[config.mk]
export PLATFORM = sky130hd
export DESIGN_NAME = pgp_div
export DESIGN_NICKNAME = d
export VERILOG_FILES = /design/src/rtl/pixel_to_ground_plane_projection_core_assert.svh /design/src/rtl/pgp_div.sv
export SDC_FILE = /design/constraint.sdc
export NUM_CORES = 2
export LEC_CHECK = 0
export BUFFER_PORTS_ARGS = -buffer_cell sky130_fd_sc_hd__buf_4
export CAP_MARGIN = 5
export CORE_MARGIN = 2
export CORE_UTILIZATION = 55
export CTS_CLUSTER_SIZE = 20
export DETAILED_ROUTE_END_ITERATION = 10
export GPL_ROUTABILITY_DRIVEN = 0
export PLACE_DENSITY_LB_ADDON = 0.05
export SLEW_MARGIN = 20
export SYNTH_ARGS = -nofsm -noshare
export SYNTH_HDL_FRONTEND = slang
export SYNTH_SLANG_ARGS = --single-unit
export TNS_END_PERCENT = 10
[constraint.sdc]
create_clock -name clk -period 4.2 [get_ports clk]
set_clock_uncertainty 0.15 [all_clocks]
set_input_delay 0 -clock clk [delete_from_list [all_inputs] [get_ports clk]]
set_output_delay 0 -clock clk [all_outputs]
set_load 0.005 [all_outputs]
[src/rtl/pixel_to_ground_plane_projection_core_assert.svh]
// ----------------------------------------------------------------------------
// Assertion macros
// Concurrent assertion wrappers shared by the projection core RTL.
// ----------------------------------------------------------------------------
`ifndef PIXEL_TO_GROUND_PLANE_PROJECTION_CORE_ASSERT_SVH
`define PIXEL_TO_GROUND_PLANE_PROJECTION_CORE_ASSERT_SVH

`ifndef SYNTHESIS
`define PGP_ASSERT(lbl, clk, rstn, prop, msg) \
  lbl: assert property (@(posedge clk) disable iff (!(rstn)) prop) else $error(msg);
`define PGP_ASSERT_NEVER(lbl, clk, rstn, expr, msg) \
  `PGP_ASSERT(lbl, clk, rstn, !(expr), msg)
`else
`define PGP_ASSERT(lbl, clk, rstn, prop, msg)
`define PGP_ASSERT_NEVER(lbl, clk, rstn, expr, msg)
`endif

`endif

[src/rtl/pgp_div.sv]
// ----------------------------------------------------------------------------
// pgp_div
// Pipelined restoring divider, one quotient bit per stage, with overflow.
// ----------------------------------------------------------------------------
module pgp_div #(
  parameter int NW = 32,
  parameter int DW = 16,
  parameter int QW = 24
) (
  input  logic          clk,
  input  logic [NW-1:0] num,
  input  logic [DW-1:0] den,
  output logic [QW-1:0] quo,
  output logic          ovf
);

  logic [DW-1:0] rem_r [QW+1];
  logic [QW-1:0] low_r [QW+1];
  logic [DW-1:0] den_r [QW+1];
  logic [QW-1:0] q_r   [QW+1];
  logic          ovf_r [QW+1];

  always_ff @(posedge clk) begin
    rem_r[0] <= DW'(num[NW-1:QW]);
    low_r[0] <= num[QW-1:0];
    den_r[0] <= den;
    q_r[0]   <= '0;
    ovf_r[0] <= ((NW+DW)'(num[NW-1:QW]) >= (NW+DW)'(den));
  end

  for (genvar k = 0; k < QW; k++) begin : g_step
    logic [DW:0] t;
    logic        ge;

    always_comb begin
      t  = {rem_r[k], low_r[k][QW-1]};
      ge = (t >= {1'b0, den_r[k]});
    end

    always_ff @(posedge clk) begin
      rem_r[k+1] <= ge ? DW'(t - {1'b0, den_r[k]}) : DW'(t);
      low_r[k+1] <= low_r[k] << 1;
      den_r[k+1] <= den_r[k];
      q_r[k+1]   <= {q_r[k][QW-2:0], ge};
      ovf_r[k+1] <= ovf_r[k];
    end
  end

  assign quo = q_r[QW];
  assign ovf = ovf_r[QW];

endmodule

==> results.py <==
metrics = {
    "status": {
        "outcome": "finished, final reports clean",
    },
    "layout": {
        "final_cell_mix": "1385 x dfxtp_1, 484 x inv_1, 385 x ha_1",
        "layout_commonest_cell": "dfxtp_1",
        "drive_gt1_share_pct": 11.8,
        "fin_nets": 5338,
        "diodes": 0,
        "area_growth_pct": 15.8,
    },
    "floorplan": {
        "dieArea_sq_um": 93800,
        "rows": 110,
        "core_area_sq_um": 90300,
        "fp.dieW_microns": 306,
        "ioPinCount": 74,
        "die_h_microns": 306,
        "initial_core_util_pct": 55.7,
    },
    "synth": {
        "postSynthCellCount": 4605,
        "ys_ff_latch": 1385,
        "syn_area_sq_um": 50300,
        "post_synth_num_cell_types": 73,
        "yosys_warnings": 0,
        "synth_edf_count": 0,
        "avgSynthCellArea_sq_um": 10.9,
        "ys_seq_area_share_pct": 55.2,
        "ys.flop_type": "dfxtp_1",
        "syn_nets": 5062,
        "ys_async_sr_fraction_pct": 0,
    },
    "clock_tree": {
        "tritoncts": "built",
        "cts_htree_levels": 4,
        "clock_latency_ps": 750,
        "clk_pin_slew_ps": 60,
        "root_buffer": "clkbuf_16",
        "cts_buffer_depth": 3,
        "cts_resized": 0,
        "cts_buffers": 137,
        "cts_sinks": 1385,
    },
    "placed_design": {
        "dp_hpwl_mm": 69.2,
        "io_buffer_count": 73,
        "pre_cts_ws_ps": 662,
    },
    "sta": {
        "finalHoldViolCount": 0,
        "slew_viol_final": 0,
        "rsz0062_at_grt": "no",
        "fin_crit_ps": 3550,
        "tightest_slew_ps": 894,
        "slew_headroom_pct": 40.4,
        "timing.final.ws_setup_ps": 648,
        "fmax_ghz": 0.282,
        "setup_tns_ps": 0,
        "period_share_pct": 84.6,
        "finalSetupViolCount": 0,
    },
    "route": {
        "drcViolationCount": 0,
        "wl_per_cell_microns": 15.2,
        "wl_mm": 93.9,
        "dr.pass1.iters": 6,
        "routed-via-count": 31782,
        "drtIter0Drc": 1679,
        "viasPerCell": 5.16,
        "drtAntennaViolNets": 0,
    },
    "run": {
        "maxCapViolCount": 0,
    },
    "worst_setup_path": {
        "path_class": "flip-flop to flip-flop",
        "max_stage_delay_ps": 380,
        "crit_arrival_ps": 4020,
        "end_kind": "flip-flop",
        "cp-start-kind": "flip-flop",
        "cp.required_ps": 4670,
        "crit_buf_inv": 2,
        "crit_path_max_fanout": 12,
        "critPathSlowestCell": "o41a_1",
        "cp_cell_sequence": "inv_1 > ha_1 > nor2b_1 > o31a_1 > o41a_1 > a211o_1 > a22o_1 > o21a_1 > a2111oi_4 > buf_4 > mux2_2",
        "path_delay_family": "compound AO/OA/AOI/OAI gates",
    },
    "power": {
        "p_sw_w": 0.0147,
        "p_comb_share_pct": 34.1,
        "power.leakage_nw": 26.3,
        "internal_power_w": 0.0315,
        "swShare_pct": 31.7,
        "seqPwrFrac_pct": 38.0,
        "cellPowerDensity_nw_per_um2": 794,
        "clock_power_share_pct": 27.9,
        "ir_drop_mv": 0.430,
    },
    "global_routing": {
        "overflow": 0,
        "grt_pass1_vias": 31788,
        "grt_use_total_pct": 20.3,
        "antenna_found_initial": 0,
        "grt_max_degree": 31,
        "grt_pass1_wl_mm": 156,
    },
    "min_path": {
        "min_path_type": "input pin to flip-flop",
    },
}
cell usage after synthesis, types with 26 or more instances:
library cell | n | area share, %
o21ai_0 | 206 | 2.1
nor2b_1 | 64 | 0.80
nand3_1 | 71 | 0.71
inv_1 | 484 | 3.6
a211oi_1 | 39 | 0.58
clkbuf_1 | 40 | 0.30
o31a_1 | 32 | 0.56
dfxtp_1 | 1385 | 55
a21o_1 | 100 | 1.5
or3_1 | 26 | 0.32
o21a_1 | 75 | 1.1
xnor2_1 | 160 | 2.8
nand2b_1 | 44 | 0.55
a21oi_1 | 226 | 2.2
nor3_1 | 87 | 0.87
xor2_1 | 77 | 1.3
mux2_2 | 224 | 5.0
ha_1 | 385 | 9.6
nand2_1 | 183 | 1.4
nand4_1 | 51 | 0.63
mux2i_1 | 42 | 0.84
o31ai_1 | 32 | 0.48
nor2_1 | 243 | 1.8
cells by family after synthesis:
kind of cell,share of synthesized area (%)
mux,6.17
compound gates,11.7
simple gates,8.28
flops,55.2
xor+xnor,4.13
buf+inv,4.04
fa+ha+maj,10.5
cell type report:
| type | instances | area (sq um) |
|---|---|---|
| tap | 1176 | 1470 |
| fill | 7176 | 32100 |
| sequential | 1385 | 27700 |
| clock buffer | 172 | 3750 |
| multi-input combinational | 2684 | 20600 |
| inverter | 484 | 1820 |
| timing repair buffer | 189 | 1660 |
| clock inverter | 72 | 1220 |
worst reg2reg max path, delay by kind of cell, from the launching register on:
family	cells	cell delay (ps)
AND/OR/NAND/NOR	1	140
buffers and inverters	2	340
adder cells (fa/ha/maj)	1	280
multiplexers	1	370
AO/OA/AOI/OAI	6	1790
flip-flops	1	370
path summary, 6_finish.rpt:
path	from	end	slack (ps)	cells past startpoint
worst max-delay path	den_r[1][1]	rem_r[0][146]	650	11
worst min-delay path	num[30]	ovf_r[0]	150	5
worst max register to register	den_r[1][1]	rem_r[0][146]	650	11
worst min register to register	low_r[0][19]	low_r[0][44]	160	0
state kept, by name, indices dropped and copies added (netlist names):
signal and count:
q_r 300, low_r 300, ovf_r 25, rem_r 376, den_r 384
stage by stage:
step | util, % | std cells | power, W | cell area, sq um | hold slack, ps
2_1_floorplan | - | 4605 | 0.0299 | 50300 | -122
3_3_place_gp | 57.9 | 5822 | 0.0333 | 52300 | -45.3
3_5_place_dp | 57.9 | 5822 | 0.0335 | 52300 | -44.3
4_1_cts | 64.5 | 6162 | 0.0466 | 58200 | 63.3
5_1_grt | 64.5 | 6162 | 0.0494 | 58200 | 128
6_report | 64.5 | 6162 | 0.0462 | 58200 | 154
metal layers:
layer	GRT usage (%)	routed length [microns]	up-vias	share of wire, %
met5	0	0	-	0
met4	6.93	2280	0	2.4
met3	3.48	3570	169	3.8
met2	36.8	47300	503	50
met1	24.2	40800	14693	43
li1	-	-	16417	-
power groups by stage:
stage | Combinational, W | Sequential (W) | Clock, W
after detailed placement | 0.0156 | 0.0179 | 0
after global routing | 0.0177 | 0.0178 | 0.0138
after global placement | 0.0154 | 0.0179 | 0
final | 0.0158 | 0.0176 | 0.0129
after floorplan | 0.0128 | 0.0171 | 0
after CTS | 0.0158 | 0.0176 | 0.0132
repair_timing:
| action | CTS | global route |
|---|---|---|
| hold buffers | 96 | 0 |
| hold endpoints to repair | 49 | 0 |
| setup buffers | 0 | 0 |
| endpoints found under the setup margin | 0 | 0 |
Power figures use the tool's default switching activity.
