[src/rtl/pixel_to_ground_plane_projection_core_assert.svh]
// ----------------------------------------------------------------------------
// Assertion macros
// Concurrent assertion wrappers shared by the projection core RTL.
// ----------------------------------------------------------------------------
`ifndef PIXEL_TO_GROUND_PLANE_PROJECTION_CORE_ASSERT_SVH
`define PIXEL_TO_GROUND_PLANE_PROJECTION_CORE_ASSERT_SVH

`ifndef SYNTHESIS
`define PGP_ASSERT(lbl, clk, rstn, prop, msg) \
  lbl: assert property (@(posedge clk) disable iff (!(rstn)) prop) else $error(msg);
`define PGP_ASSERT_NEVER(lbl, clk, rstn, expr, msg) \
  `PGP_ASSERT(lbl, clk, rstn, !(expr), msg)
`else
`define PGP_ASSERT(lbl, clk, rstn, prop, msg)
`define PGP_ASSERT_NEVER(lbl, clk, rstn, expr, msg)
`endif

`endif

[src/rtl/pgp_pkg.sv]
// ----------------------------------------------------------------------------
// pgp_pkg
// Shared types and constants of the ground plane projection core.
// ----------------------------------------------------------------------------
package pgp_pkg;

  localparam int PIXEL_BITS_DEF = 12;
  localparam int FOC_W  = 20;
  localparam int CTR_W  = 16;
  localparam int HGT_W  = 12;
  localparam int NUMF_W = 32;
  localparam int CFG_IDX_W  = 3;
  localparam int CFG_DATA_W = 20;
  localparam int QUO_W  = 24;
  localparam int FWD_W  = 23;
  localparam int LAT_W  = 24;
  localparam int ST_W   = 2;

  localparam logic [FOC_W-1:0] FOCAL_X_RST = 20'd8192;
  localparam logic [FOC_W-1:0] FOCAL_Y_RST = 20'd8192;
  localparam logic [CTR_W-1:0] CENTER_X_RST = 16'd5120;
  localparam logic [CTR_W-1:0] CENTER_Y_RST = 16'd3840;
  localparam logic [HGT_W-1:0] HEIGHT_RST = 12'd527;

  localparam logic [QUO_W-1:0] FWD_MAX = 24'd8388607;
  localparam logic [QUO_W-1:0] LAT_POS_MAX = 24'd8388607;
  localparam logic [QUO_W-1:0] LAT_NEG_MAX = 24'd8388608;

  typedef enum logic [CFG_IDX_W-1:0] {
    CFG_CAMERA_READY = 3'd0,
    CFG_FOCAL_X      = 3'd1,
    CFG_FOCAL_Y      = 3'd2,
    CFG_CENTER_X     = 3'd3,
    CFG_CENTER_Y     = 3'd4,
    CFG_HEIGHT       = 3'd5
  } cfg_idx_t;

  typedef enum logic [ST_W-1:0] {
    ST_OK      = 2'd0,
    ST_HORIZON = 2'd1,
    ST_SAT     = 2'd2
  } status_t;

  typedef struct packed {
    logic             cam_rdy;
    logic [FOC_W-1:0] fx;
    logic [FOC_W-1:0] fy;
    logic [CTR_W-1:0] cx;
    logic [CTR_W-1:0] cy;
    logic [HGT_W-1:0] h;
  } cfg_t;

  typedef struct packed {
    logic valid;
    logic hz;
    logic du_pos;
  } ctl_t;

endpackage

[src/rtl/pgp_front.sv]
// ----------------------------------------------------------------------------
// pgp_front
// Offset, horizon test and operand products ahead of the dividers.
// ----------------------------------------------------------------------------
module pgp_front #(
  parameter int PIXEL_BITS = pgp_pkg::PIXEL_BITS_DEF
) (
  input  logic                  clk,
  input  logic                  rst_n,
  input  logic                  acc,
  input  logic [PIXEL_BITS-1:0] pix_u,
  input  logic [PIXEL_BITS-1:0] pix_v,
  input  pgp_pkg::cfg_t         cfg,
  output pgp_pkg::ctl_t         ctl,
  output logic [pgp_pkg::NUMF_W-1:0] num_f,
  output logic [PIXEL_BITS+3:0]      den,
  output logic [pgp_pkg::NUMF_W+((PIXEL_BITS+4 > pgp_pkg::CTR_W) ?
                 PIXEL_BITS+4 : pgp_pkg::CTR_W)-1:0] num_l,
  output logic [pgp_pkg::FOC_W+PIXEL_BITS+3:0] den_l
);

  localparam int SW = PIXEL_BITS + 4;
  localparam int AW = (SW > pgp_pkg::CTR_W) ? SW : pgp_pkg::CTR_W;
  localparam int NW = pgp_pkg::NUMF_W;
  localparam int LW = NW + AW;
  localparam int DW = pgp_pkg::FOC_W + SW;

  logic [AW-1:0] su, sv, cx_e, cy_e;
  logic          hz_nxt, pos_nxt;
  logic [SW-1:0] den_nxt;
  logic [AW-1:0] adu_nxt;
  logic [pgp_pkg::FOC_W-1:0] fx_eff;

  pgp_pkg::ctl_t ctl_a_r, ctl_b_r, ctl_c_r;
  logic [SW-1:0] den_a_r, den_b_r, den_c_r;
  logic [AW-1:0] adu_a_r, adu_b_r;
  logic [NW-1:0] numf_b_r, numf_c_r;
  logic [DW-1:0] dd_b_r, dd_c_r;
  logic [LW-1:0] nl_c_r;

  always_comb begin
    su = AW'({pix_u, 4'b0000});
    sv = AW'({pix_v, 4'b0000});
    cx_e = AW'(cfg.cx);
    cy_e = AW'(cfg.cy);
    hz_nxt = (sv <= cy_e);
    den_nxt = SW'(sv - cy_e);
    pos_nxt = (su > cx_e);
    adu_nxt = pos_nxt ? (su - cx_e) : (cx_e - su);
    fx_eff = (cfg.fx == '0) ? pgp_pkg::FOC_W'(1) : cfg.fx;
  end

  always_ff @(posedge clk) begin
    if (!rst_n) begin
      ctl_a_r <= '0;
      ctl_b_r <= '0;
      ctl_c_r <= '0;
    end else begin
      ctl_a_r <= '{valid: acc && cfg.cam_rdy, hz: hz_nxt, du_pos: pos_nxt};
      ctl_b_r <= ctl_a_r;
      ctl_c_r <= ctl_b_r;
    end
  end

  always_ff @(posedge clk) begin
    den_a_r  <= den_nxt;
    adu_a_r  <= adu_nxt;
    numf_b_r <= NW'(cfg.h) * NW'(cfg.fy);
    dd_b_r   <= DW'(fx_eff) * DW'(den_a_r);
    den_b_r  <= den_a_r;
    adu_b_r  <= adu_a_r;
    nl_c_r   <= LW'(numf_b_r) * LW'(adu_b_r);
    numf_c_r <= numf_b_r;
    dd_c_r   <= dd_b_r;
    den_c_r  <= den_b_r;
  end

  assign ctl   = ctl_c_r;
  assign num_f = numf_c_r;
  assign den   = den_c_r;
  assign num_l = nl_c_r;
  assign den_l = dd_c_r;

endmodule

[config.mk]
export PLATFORM = sky130hd
export DESIGN_NAME = pgp_front
export DESIGN_NICKNAME = d
export VERILOG_FILES = /design/src/rtl/pixel_to_ground_plane_projection_core_assert.svh /design/src/rtl/pgp_pkg.sv /design/src/rtl/pgp_front.sv
export SDC_FILE = /design/constraint.sdc
export NUM_CORES = 2
export LEC_CHECK = 0
export ABC_AREA = 1
export BUFFER_PORTS_ARGS = -buffer_cell sky130_fd_sc_hd__buf_2
export CAP_MARGIN = 20
export CORE_MARGIN = 2
export CORE_UTILIZATION = 50
export DETAILED_ROUTE_END_ITERATION = 7
export PLACE_DENSITY = 0.67
export RECOVER_POWER = 50
export SYNTH_ARGS = -nofsm -noshare
export SYNTH_HDL_FRONTEND = slang
export SYNTH_SLANG_ARGS = --single-unit
export TNS_END_PERCENT = 1
[constraint.sdc]
create_clock -name clk -period 6.52 [get_ports clk]
set_clock_uncertainty 0.15 [all_clocks]
set_input_delay 0.326 -clock clk [delete_from_list [all_inputs] [get_ports clk]]
set_output_delay 0.326 -clock clk [all_outputs]
set_load 0.05 [all_outputs]
==> qor.yml <==
grt:
  grt_start_max_net_pins: 33
  grt_overflow: 0
  antenna_found_initial: 1
  grt_pass1_wl_um: 193000
  track_usage_pct: 26.8
  grt_pass1_vias: 37600
cts:
  clk_pin_slew_ns: 0.06
  worst_skew_pair.late_latency_ns: 0.58
  cts_root_buf: "clkbuf_16"
  clock_sinks: 273
  cts_tree: "done"
  clockBufferDepth: 3
  postCtsSetupBuffers: 0
  cts_buffers: 34
  htreeDepth: 2
min_path:
  min_delay_worst_endpoint: "den_a_r[5]"
  hold_class: "in2reg"
  min_from: "pix_v[1]"
  hold_path_depth: 3
critical_path:
  r2r-start: "numf_b_r[14]"
  cp_max_fo: 10
  worstPathArrival_ns: 6.53
  regToRegSetupSlack_ns: 0.30
  r2r_cells: 19
  r2r_end: "num_l[46]"
  crit_type: "reg2reg"
  start_kind: "flip-flop"
  crit_required_ns: 6.83
  worst_setup_path_end_kind: "flip-flop"
logic_synthesis:
  syn_avg_cell_area_um2: 7.64
  synth_fp_nets: 7068
  yosysTopAreaCellShare_pct: 38.5
  mappedNetlistArea_um2: 44100
  syn_inst: 5773
  synthFlopType: "dfxtp_1"
  synth-seq-area-share_pct: 12.4
  ys_ff_latch: 273
  yosysTopAreaCell: "fa_1"
  synth-warning-count: 0
  synth_edf_count: 0
  synthTopCellsByCount: "nand2_1 (1813), inv_1 (1550), fa_1 (849)"
  yosysMostFrequentCell: "nand2_1"
  ys_async_sr_fraction_pct: 0
  synth.area.top_cells: "fa_1 (39%), nand2_1 (15%), inv_1 (13%)"
  ys_types: 42
sta:
  period_needed_ns: 6.22
  drv_slew: 0
  fin_crit_sh_pct: 95.4
  timing.fmax_mhz: 161
  tns_ns: 0
  hold_viol: 0
  rsz0062_at_grt: "no"
  slew_headroom_pct: 32.1
  worstMarginPinSlew_ns: 1.02
  hold_ws_ns: 0.0226
  setup_viol: 0
placement:
  port_buffers: 246
  gp_congestion: 0.936
  dp_cells: 7039
  hpwl_um: 96600
floorplan:
  std_cell_rows: 108
  boundaryPins: 247
  dieWidth_um: 301
  core_um2: 87000
  die_h_um: 301
  start_util_pct: 50.7
  die_area_um2: 90600
layout:
  drive_above_1_share_pct: 5.60
  nFillCells: 8321
  final_nets: 7236
  utilization_pct: 55.1
  area_growth_pct: 8.70
  final_cells: 7121
routing:
  drc: 0
  vias: 35700
  wl_um: 117000
  dr.pass1.iters: 6
  initialDrtViolationCount: 2187
  vias_per_cell: 5.02
  antenna_left: 0
  wl_per_cell_um: 16.5
run:
  drv_cap: 0
status:
  status: "finished clean"
## state kept, by name, summed over array words and instances, names as in the netlist
| signal | cells |
|---|---|
| num_l | 48 |
| dd_b_r | 36 |
| den_l | 36 |
| num_f | 32 |
| numf_b_r | 32 |
| adu_a_r | 16 |
| adu_b_r | 16 |
| den | 16 |
| den_a_r | 16 |
| den_b_r | 16 |
| ctl | 3 |
| ctl_a_r | 3 |
| ctl_b_r | 3 |
## critical path, cell delays in order (launching register included)
cell and delay [ns]:
dfxtp_1 0.52, clkbuf_1 0.65, nand2_1 0.18, fa_1 0.54, fa_1 0.53, fa_1 0.61, fa_1 0.45, fa_1 0.50
inv_1 0.05, fa_1 0.45, ha_1 0.40, nand2_1 0.12, nor2_1 0.20, inv_1 0.11, nor2_1 0.17, nand2_1 0.07
nor2_1 0.09, nand2_1 0.12, nand4_1 0.12, nand2_1 0.06
## cell families (layout without fill, tap and decap cells)
group                      Yosys count  after routing  share of synthesized area, %
DFF                                273            273                          12.4
buffers and inverters             1786           1978                          15.3
adders and majority gates         1183           1183                          48.0
and+or+nand+nor                   2212           2212                          19.7
other                                0              1                             0
AOI/OAI and AO/OA                  229            229                          2.80
xor gates and xnor gates            90             90                          1.79
## routing by layer
layer | track usage, % | part of all wire [%] | up-vias | wire, µm
met5 | 0 | 0 | - | 0
met4 | 7.10 | 2.5 | 0 | 2950
met3 | 4.80 | 8.2 | 192 | 9650
met2 | 45.4 | 48 | 1339 | 55700
met1 | 35.4 | 42 | 17500 | 48900
li1 | - | - | 16800 | -
## worst max path at each step
| stage | startpoint | to | slack [ns] | cells past startpoint |
|---|---|---|---|---|
| after floorplan | numf_b_r[10] | num_l[36] | 1.01 | 24 |
| final | numf_b_r[14] | num_l[46] | 0.30 | 19 |
| after CTS | adu_b_r[1] | num_l[38] | 0.24 | 21 |
| after detailed placement | adu_b_r[1] | num_l[38] | 0.24 | 21 |
| after global placement | adu_b_r[1] | num_l[38] | 0.35 | 21 |
| after global routing | numf_b_r[14] | num_l[39] | 0.04 | 20 |
## cell usage in the layout (no fill, tap or decap), drive strengths merged, types with 11 or more instances in the layout
cell type and instances:
a21oi 132, buf 256, clkbuf 134, dfxtp 273, dlygate4sd3 21, fa 849
ha 334, inv 1556, nand2 1819, nand3 103, nand4 37, nor2 203
nor3 25, nor4 11, o21ai 65, o21bai 16, xnor2 16, xor2 74
## cell type report
cell class	count	area, µm²	share of cell area [%]
clock inverter	14	209	0.436
tap	1155	1450	3.02
multi-input combinational	3714	31900	66.5
antenna	1	2.50	0.00522
inverter	1553	5830	12.2
sequential	273	5470	11.4
timing repair buffer	365	2090	4.35
clock buffer	46	997	2.08
## per-stage QoR
step | cell area, µm² | setup WS (ns)
after floorplan | 44100 | 1.01
after global placement | 46600 | 0.354
after detailed placement | 46600 | 0.245
after CTS | 48100 | 0.242
after global routing | 47900 | 0.0449
final | 47900 | 0.300
## what timing repair did
item / 4_1_cts / 5_1_grt
endpoints found under the hold margin: 24 / 0
setup endpoints to repair: 0 / 16
gates resized for setup: 0 / 2
hold buffers: 21 / 0
Power is not shown: default switching activity piles up to over one toggle a cycle in this logic, so the estimate is an artifact.
